**config.mk**
```make
export PLATFORM = sky130hd
export DESIGN_NAME = stable_group_by_length
export DESIGN_NICKNAME = d
export VERILOG_FILES = /design/src/sv/sgbl_pkg.sv /design/src/sv/sgbl_cell.sv /design/src/sv/stable_group_by_length.sv
export SDC_FILE = /design/constraint.sdc
export NUM_CORES = 2
export LEC_CHECK = 0
export CAP_MARGIN = 20
export CORE_UTILIZATION = 50
export CTS_CLUSTER_SIZE = 24
export DETAILED_ROUTE_END_ITERATION = 8
export DONT_BUFFER_PORTS = 1
export HOLD_SLACK_MARGIN = 0.05
export REMOVE_ABC_BUFFERS = 1
export SYNTH_ARGS = -nofsm -noshare
export SYNTH_HDL_FRONTEND = slang
export SYNTH_SLANG_ARGS = --single-unit
```
**constraint.sdc**
```tcl
create_clock -name clk -period 10.2 [get_ports clk]
set_input_delay 1.02 -clock clk [delete_from_list [all_inputs] [get_ports clk]]
set_output_delay 1.02 -clock clk [all_outputs]
set_load 0.02 [all_outputs]
```
**src/sv/sgbl_pkg.sv**
```systemverilog
`timescale 1ns / 1ps
// ----------------------------------------------------------------------------
// sgbl_pkg
// Shared types for the stable group-by-length sorter: item structs, the
// cell operation code and the sequencer states.
// ----------------------------------------------------------------------------
package sgbl_pkg;

	localparam int unsigned IN_LEN_W  = 8;
	localparam int unsigned OUT_IDX_W = 6;
	localparam int unsigned OUT_LEN_W = 8;

	typedef struct packed {
		logic [IN_LEN_W-1:0] word_length;
		logic                last_word;
	} in_item_t;

	typedef struct packed {
		logic [OUT_IDX_W-1:0] word_index;
		logic [OUT_LEN_W-1:0] length_out;
		logic                 group_last;
		logic                 list_last;
		logic                 overflow;
	} out_item_t;

	typedef enum logic [2:0] {
		OP_HOLD  = 3'b001,
		OP_LOAD  = 3'b010,
		OP_SHIFT = 3'b100
	} cell_op_t;

	typedef enum logic [1:0] {
		ST_IDLE = 2'b01,
		ST_EMIT = 2'b10
	} state_t;

endpackage

```
**src/sv/sgbl_cell.sv**
```systemverilog
`timescale 1ns / 1ps
// ----------------------------------------------------------------------------
// sgbl_cell
// One slot of the sorted chain: holds a length and its load index, takes a
// new item or its left neighbour's entry on insertion, and its right
// neighbour's entry while the chain drains.
// ----------------------------------------------------------------------------
module sgbl_cell #(
	parameter int unsigned KW = 8,
	parameter int unsigned IW = 6
) (
	input  logic              clk,
	input  logic              arst_n,
	input  sgbl_pkg::cell_op_t op,
	input  logic [KW-1:0]     new_key,
	input  logic [IW-1:0]     new_idx,
	input  logic              left_keep,
	input  logic [KW-1:0]     left_key,
	input  logic [IW-1:0]     left_idx,
	input  logic              left_vld,
	input  logic [KW-1:0]     right_key,
	input  logic [IW-1:0]     right_idx,
	input  logic              right_vld,
	output logic [KW-1:0]     key_q,
	output logic [IW-1:0]     idx_q,
	output logic              vld_q,
	output logic              keep
);
	import sgbl_pkg::*;

	// equal keys stay ahead of the new item, which keeps load order
	assign keep = vld_q && (key_q <= new_key);

	always_ff @(posedge clk or negedge arst_n) begin
		if (!arst_n) begin
			vld_q <= 1'b0;
		end else begin
			case (op)
				OP_LOAD: begin
					if (!keep) begin
						vld_q <= left_keep ? 1'b1 : left_vld;
					end
				end
				OP_SHIFT: vld_q <= right_vld;
				default:  vld_q <= vld_q;
			endcase
		end
	end

	always_ff @(posedge clk) begin
		case (op)
			OP_LOAD: begin
				if (!keep) begin
					if (left_keep) begin
						key_q <= new_key;
						idx_q <= new_idx;
					end else begin
						key_q <= left_key;
						idx_q <= left_idx;
					end
				end
			end
			OP_SHIFT: begin
				key_q <= right_key;
				idx_q <= right_idx;
			end
			default: begin
				key_q <= key_q;
				idx_q <= idx_q;
			end
		endcase
	end

endmodule

```
**src/sv/stable_group_by_length.sv**
```systemverilog
`timescale 1ns / 1ps
// ----------------------------------------------------------------------------
// stable_group_by_length
// Loads word lengths into a sorted chain of cells (stable insertion), then
// drains the chain in order, one result per cycle.
// ----------------------------------------------------------------------------
//  channel   handshake        payload
//  input     start / busy     in_item  (word_length, last_word)
//  result    valid (strobe)   result   (word_index, length_out, group_last,
//                                       list_last, overflow)
//
//  loading: one item per cycle while busy is low; the cell chain does the
//  whole insertion at once. an item marked last starts the drain: N results
//  for N stored words, back to back, after the state register enters the
//  drain and the head entry is registered, with busy high until the final
//  result is registered. reset clears the chain's valid bits, count and
//  flags; no clearing pass. results cannot be held off by the receiver.
// ----------------------------------------------------------------------------
module stable_group_by_length #(
	parameter int unsigned MAX_WORDS   = 64,
	parameter int unsigned LENGTH_BITS = 8
) (
	input  logic                 clk,
	input  logic                 arst_n,
	input  logic                 start,
	input  sgbl_pkg::in_item_t   in_item,
	output logic                 busy,
	output logic                 valid,
	output sgbl_pkg::out_item_t  result
);
	import sgbl_pkg::*;

	localparam int unsigned KW = LENGTH_BITS;
	localparam int unsigned IW = (MAX_WORDS > 1) ? $clog2(MAX_WORDS) : 1;
	localparam int unsigned CW = $clog2(MAX_WORDS + 1);

	state_t         state_q;
	logic [CW-1:0]  count_q;
	logic           overflow_q;
	logic           valid_q;
	out_item_t      result_q;

	logic           accept;
	logic           full;
	cell_op_t       op;
	logic [KW-1:0]  new_key;
	logic [IW-1:0]  new_idx;

	logic [KW-1:0]  key_c   [MAX_WORDS];
	logic [IW-1:0]  idx_c   [MAX_WORDS];
	logic           vld_c   [MAX_WORDS];
	logic           keep_c  [MAX_WORDS];
	logic           lkeep   [MAX_WORDS];
	logic [KW-1:0]  lkey    [MAX_WORDS];
	logic [IW-1:0]  lidx    [MAX_WORDS];
	logic           lvld    [MAX_WORDS];
	logic [KW-1:0]  rkey    [MAX_WORDS];
	logic [IW-1:0]  ridx    [MAX_WORDS];
	logic           rvld    [MAX_WORDS];

	logic           head_glast;
	logic           head_llast;

	assign busy   = (state_q == ST_EMIT);
	assign accept = start && !busy;
	assign full   = (count_q == CW'(MAX_WORDS));
	assign new_idx = count_q[IW-1:0];

	always_comb begin
		for (int b = 0; b < KW; b++) begin
			new_key[b] = (b < IN_LEN_W) ? in_item.word_length[b] : 1'b0;
		end
	end

	always_comb begin
		if (accept && !full) begin
			op = OP_LOAD;
		end else if (state_q == ST_EMIT) begin
			op = OP_SHIFT;
		end else begin
			op = OP_HOLD;
		end
	end

	// neighbour wiring of the chain
	for (genvar i = 0; i < MAX_WORDS; i++) begin : g_cell
		if (i == 0) begin : g_head
			assign lkeep[i] = 1'b1;
			assign lkey[i]  = '0;
			assign lidx[i]  = '0;
			assign lvld[i]  = 1'b0;
		end else begin : g_mid
			assign lkeep[i] = keep_c[i-1];
			assign lkey[i]  = key_c[i-1];
			assign lidx[i]  = idx_c[i-1];
			assign lvld[i]  = vld_c[i-1];
		end
		if (i == MAX_WORDS - 1) begin : g_tail
			assign rkey[i] = '0;
			assign ridx[i] = '0;
			assign rvld[i] = 1'b0;
		end else begin : g_body
			assign rkey[i] = key_c[i+1];
			assign ridx[i] = idx_c[i+1];
			assign rvld[i] = vld_c[i+1];
		end

		sgbl_cell #(
			.KW(KW),
			.IW(IW)
		) u_cell (
			.clk      (clk),
			.arst_n   (arst_n),
			.op       (op),
			.new_key  (new_key),
			.new_idx  (new_idx),
			.left_keep(lkeep[i]),
			.left_key (lkey[i]),
			.left_idx (lidx[i]),
			.left_vld (lvld[i]),
			.right_key(rkey[i]),
			.right_idx(ridx[i]),
			.right_vld(rvld[i]),
			.key_q    (key_c[i]),
			.idx_q    (idx_c[i]),
			.vld_q    (vld_c[i]),
			.keep     (keep_c[i])
		);
	end

	assign head_llast = !vld_c[1];
	assign head_glast = !vld_c[1] || (key_c[1] != key_c[0]);

	always_ff @(posedge clk or negedge arst_n) begin
		if (!arst_n) begin
			state_q    <= ST_IDLE;
			count_q    <= '0;
			overflow_q <= 1'b0;
			valid_q    <= 1'b0;
		end else begin
			valid_q <= (state_q == ST_EMIT);
			case (state_q)
				ST_IDLE: begin
					if (accept) begin
						if (full) begin
							overflow_q <= 1'b1;
						end else begin
							count_q <= count_q + CW'(1);
						end
						if (in_item.last_word) begin
							state_q <= ST_EMIT;
						end
					end
				end
				ST_EMIT: begin
					if (head_llast) begin
						state_q    <= ST_IDLE;
						count_q    <= '0;
						overflow_q <= 1'b0;
					end
				end
				default: state_q <= ST_IDLE;
			endcase
		end
	end

	always_ff @(posedge clk) begin
		if (state_q == ST_EMIT) begin
			for (int b = 0; b < OUT_IDX_W; b++) begin
				result_q.word_index[b] <= (b < IW) ? idx_c[0][b] : 1'b0;
			end
			for (int b = 0; b < OUT_LEN_W; b++) begin
				result_q.length_out[b] <= (b < KW) ? key_c[0][b] : 1'b0;
			end
			result_q.group_last <= head_glast;
			result_q.list_last  <= head_llast;
			result_q.overflow   <= overflow_q;
		end
	end

	assign valid  = valid_q;
	assign result = result_q;

endmodule

```
**Yosys cells after proc, flatten, opt, wreduce, memory -nomap -nowiden**

Index checks and enable logic that the tools add are counted.

- Bits of input ports: 12
- Register bits: 988
- Word-level logic and storage cells: 1,067
- Output and inout port bits: 19

- Reductions and logical operators: 139
- Mux-type cells: 587
- $add $sub $neg: 1
- Magnitude comparators: 64
- Equality and inequality tests: 75

Operators by type and width:

| operator | count |
|---|---|
| case mux 8 bit (2 select lines) | 64 |
| two-way mux 8 bit | 127 |
| case mux 6 bit (2 select lines) | 64 |
| two-way mux 6 bit | 127 |
| <= comparator 8 bit | 64 |
| != test 2 bit (second input constant) | 69 |
| two-way mux 1 bit | 130 |
| case mux 1 bit (2 select lines) | 65 |
| AND reduction 2 bit | 64 |
| logical AND 1 bit | 66 |
| two-way mux 7 bit | 3 |
| case mux 7 bit (2 select lines) | 1 |
| != test 8 bit | 1 |
| AND reduction 4 bit | 2 |
| adder 7 x 1 -> 7 bit (second input constant) | 1 |
| equality test 7 bit (second input constant) | 1 |
| two-way mux 2 bit | 3 |
| two-way mux 3 bit | 2 |
| case mux 2 bit (2 select lines) | 1 |
| nonzero test 2 bit | 2 |
| equality test 3 x 2 -> 1 bit (second input constant) | 1 |
| equality test 3 bit (second input constant) | 1 |
| zero test 1 bit | 3 |
| AND reduction 3 bit | 1 |
| other kinds (3) | 3 |

**Longest topological paths before layout**

- Depth after elaboration: 8
- Gate-level depth with buffers: 11
- Depth with buffers taken out: 7

**Cells and area by module**

From an unflattened synthesis, not the netlist that was laid out.

- Cell total of the unflattened synthesis: 6,617
- Area, all modules: 67,846.3 um^2

Modules (own cells, without submodules):

| module | instances | area each (um^2) | sequential area each (um^2) | cells an instance |
|---|---|---|---|---|
| sgbl_cell | 64 | 1,041.0 | 445.4 | 102 |
| stable_group_by_length | 1 | 1,222.4 | 787.0 | 89 |

**Worst setup path after synthesis**

OpenSTA, ideal clock, no wires.

- Path kind: input-to-reg
- Start: in in_item[6] (netlist name)
- End: reg g_cell[2].u_cell.idx_q[0] (enable)
- Setup time: 404 ps
- Slack: 4,884 ps
- Buffers on the path: 3
- Cell stages on the path: 10
- Data required time: 9,796 ps
- Arrival: 4,912 ps
- Path through: clkbuf_1 > clkbuf_1 > inv_1 > ha_1 > nand4_1 > nor2_2 > a211oi_2 > buf_2 > nor3_1 > o21ai_0

- Word-level cells in the longest chain between the ends: 4

RTL lines:

| item | line | RTL |
|---|---|---|
| start: declaration | stable_group_by_length.sv:26 | `input sgbl_pkg::in_item_t in_item,` |
| <= comparator 8 bit | sgbl_cell.sv:32 | `assign keep = vld_q && (key_q <= new_key);` |
| logical AND 1 bit | sgbl_cell.sv:32 |  |
| != test 2 bit (no line) | n/a |  |
| AND reduction 2 bit (no line) | n/a |  |
| end signal: assignment | sgbl_cell.sv:56 | `idx_q <= new_idx;` |
| end signal: assignment | sgbl_cell.sv:59 | `idx_q <= left_idx;` |
| end signal: assignment | sgbl_cell.sv:65 | `idx_q <= right_idx;` |
| end: declaration | sgbl_cell.sv:25 | `output logic [IW-1:0] idx_q,` |

No other way between the ends.
A chain may end at the register's enable or synchronous reset.

**Final worst setup path**

- Start: in in_item[6] (netlist name)
- End: reg g_cell[30].u_cell.key_q[5] (enable)

- Word-level cells in the longest chain between the ends: 4

RTL lines:

| item | line | RTL |
|---|---|---|
| <= comparator 8 bit | sgbl_cell.sv:32 |  |
| logical AND 1 bit | sgbl_cell.sv:32 |  |
| != test 2 bit (no line) | n/a |  |
| AND reduction 2 bit (no line) | n/a |  |
| end signal: assignment | sgbl_cell.sv:55 | `key_q <= new_key;` |
| end signal: assignment | sgbl_cell.sv:58 | `key_q <= left_key;` |
| end signal: assignment | sgbl_cell.sv:64 | `key_q <= right_key;` |
| end: declaration | sgbl_cell.sv:24 | `output logic [KW-1:0] key_q,` |

No other way between the ends.

==> out/qor.yml <==
dieHeight_um: 374
setup_viol: 0
dp_hpwl_um: 150000
drt_first_pass_iters: 6
setup_ws_ps: 5920
yosys.area.top_type_share_pct: 39.7
routed_via_density: 7.15
synthCells: 7326
core_um2: 137000
synth_flop_cell: "edfxtp_1"
drv_slew: 0
fmaxAchievable_mhz: 234
worst_setup_path_start_kind: "input port"
antenna_found_initial: 1
numCtsBuffers: 115
layout_min_cycle_time_ps: 4280
grt_pass1_vias: 59144
slew_headroom_pct: 17.9
timing.rr.start: "state_q[0]"
internal_power_w: 0.0139
io-pin-count: 31
async_flop_share_pct: 7.59
vias: 62318
cts_tree: "built"
cp-end-kind: "flop"
avgSynthCellArea_um2: 9.43
rsz0062_at_grt: "false"
drt_iter0_drc: 7306
pwr-share-clk_pct: 17.9
combPwrFrac_pct: 41.7
holdCritPathClass: "input port to async pin"
finalNonFillerCells: 8719
clkSinkCount: 988
required_ps: 10650
synth_edf_count: 913
syn_area_um2: 69100
arrival_ps: 4720
cap_violations: 0
nets: 7352
grt_max_degree: 189
placedInstanceArea_um2: 69200
yosysSeqAreaShare_pct: 42.4
port_buffers: 0
clk_latency_ps: 760
die_w_um: 374
n_antenna_cell: 0
finalInstanceArea_um2: 73400
area_delta_synth_final_pct: 6.31
drt-total-wl_um: 233000
tightest_slew_ps: 1230
switching_power_w: 0.0105
drive_gt1_share_pct: 8.32
cp_max_fo: 64
finalHoldViolCount: 0
drc_errors: 0
path_class: "input port to flop"
placed_cells_incl_taps: 8463
yosys_register_bits: 988
ys_types: 53
grt-ovfl-total: 0
clock_skew_ps: 35.0
initial_utilization_pct: 50.3
dieArea_um2: 140000
gp_congestion: 0.886
cts_root_buf: "clkbuf_16"
clock_path_buffers: 3
clkSlewWorstSetupHoldPaths_ps: 60
post_cts_buffers: 0
synth-warning-count: 0
status: "finished, final reports clean"
grt_use_total_pct: 32.1
cts_max_level: 3
ir_worst_vdd_mv: 0.191
startpoint: "in_item[6]"
synth.area.top_cells: "edfxtp_1 40%, ha_1 9.3%, o31ai_1 9.1%"
p_sw_share_pct: 43.0
post-place-ws_ps: 5110
grt_pass1_wl_um: 356000
wl_per_cell_um: 26.7
power.density_nw_per_um2: 333
row_count: 136
period_share_pct: 41.9
power_w: 0.0245
finalSetupTns_ps: 0
yosysTopAreaCell: "edfxtp_1"
p_leak_nw: 27.1
ant_nets: 0
p_seq_share_pct: 40.4
==> critical path: stages <==
cell	delay, ps
inv_4	370
buf_4	810
ha_1	380
nand4_1	200
nor2_2	90
nor2b_1	750
nor3_1	110
o21ai_1	620
buf_4	290
==> kinds of logic after synthesis <==
logic type | Yosys count | synth area share (%)
compound gates | 2591 | 25.3
xor+xnor | 13 | 0.165
fa+ha+maj | 514 | 9.31
buf+inv | 967 | 5.94
flops | 988 | 42.4
mux | 15 | 0.219
simple gates | 2238 | 16.7
==> Yosys cell counts, drive strengths merged (3+ instances only) <==
cell,n
a211o,61
a211oi,63
a21o,5
a21oi,308
a22oi,60
a31oi,812
a41oi,62
and4bb,3
buf,367
clkbuf,464
dfrtp,74
edfxtp,913
ha,514
inv,134
mux2i,14
nand2,183
nand2b,5
nand3,4
nand4,907
nor2,943
nor2b,125
nor3,61
o211ai,62
o21ai,278
o311ai,28
o31ai,841
xor2,12
==> final cells by class <==
cell class / count / area [µm²]
clock buffer: 156 / 3190
fill: 12410 / 63900
multi-input combinational: 5371 / 35700
tap: 1794 / 2240
clock inverter: 60 / 696
timing repair buffer: 214 / 1750
sequential: 988 / 29300
inverter: 136 / 536
==> power groups by stage <==
stage                     Combinational [W]  Clock (W)  Sequential (W)
after floorplan                     0.00782          0         0.00939
after global routing                 0.0113    0.00455          0.0100
after detailed placement            0.00987          0         0.00986
after global placement              0.00948          0         0.00989
final                                0.0102    0.00438         0.00990
after CTS                           0.00992    0.00442         0.00980
==> placed cells by master, fill, tap and decap left out, types with 6 or more instances in the layout <==
master and n:
nand4_2 34, a22oi_1 60, nand4_1 873, a41oi_1 62
a211o_1 61, a211oi_2 62, ha_1 514, o21ai_1 135
o31ai_1 841, xor2_1 12, o311ai_0 28, clkbuf_1 27
clkbuf_8 12, mux2i_1 14, inv_1 127, nor2b_1 125
a21oi_1 308, clkinv_2 24, buf_6 16, edfxtp_1 913
inv_4 7, o211ai_1 62, o21ai_0 140, a31oi_1 812
dfrtp_1 68, nor2_2 62, clkbuf_16 117, clkinv_1 12
nor3_1 61, bufinv_16 15, dfrtp_4 6, buf_4 192
nand2_1 183, nor2_1 881
==> per-layer routing <==
metal | vias to the layer above | wire, µm | GRT usage [%]
li1 | 28404 | - | -
met1 | 30270 | 98300 | 44.8
met2 | 3063 | 105000 | 50.8
met3 | 581 | 20100 | 4.11
met4 | 0 | 8920 | 12.4
met5 | - | 0 | 0
==> path summary, 6_finish.rpt <==
path                                         endpoint  slack (ps)  cells past startpoint
max                        g_cell[30].u_cell.key_q[5]        5920                      9
min                                        state_q[0]         150                      0
max reg2reg                g_cell[18].u_cell.idx_q[5]        5990                      6
min reg2reg                                 result[0]         480                      0
max in group asynchronous                  count_q[3]        9340                      1
min in group clk                            result[0]         480                      0
==> stage by stage <==
step	hold WS, ps	util, %
2_1_floorplan	426	-
3_3_place_gp	473	50.3
3_5_place_dp	471	50.4
4_1_cts	101	53.3
5_1_grt	126	53.5
6_report	150	53.5
==> sequential cells by signal (all words and copies together), names as in the netlist <==
name,cells
overflow_q,1
result,17
state_q,2
g_cell.u_cell.key_q,512
g_cell.u_cell.vld_q,64
count_q,7
valid,1
g_cell.u_cell.idx_q,384
==> timing repair <==
action	4_1_cts	5_1_grt
hold endpoints to repair	74	0
gates resized for setup	0	0
hold buffers	1	0
No activity file was read; power rests on OpenSTA's default activity.
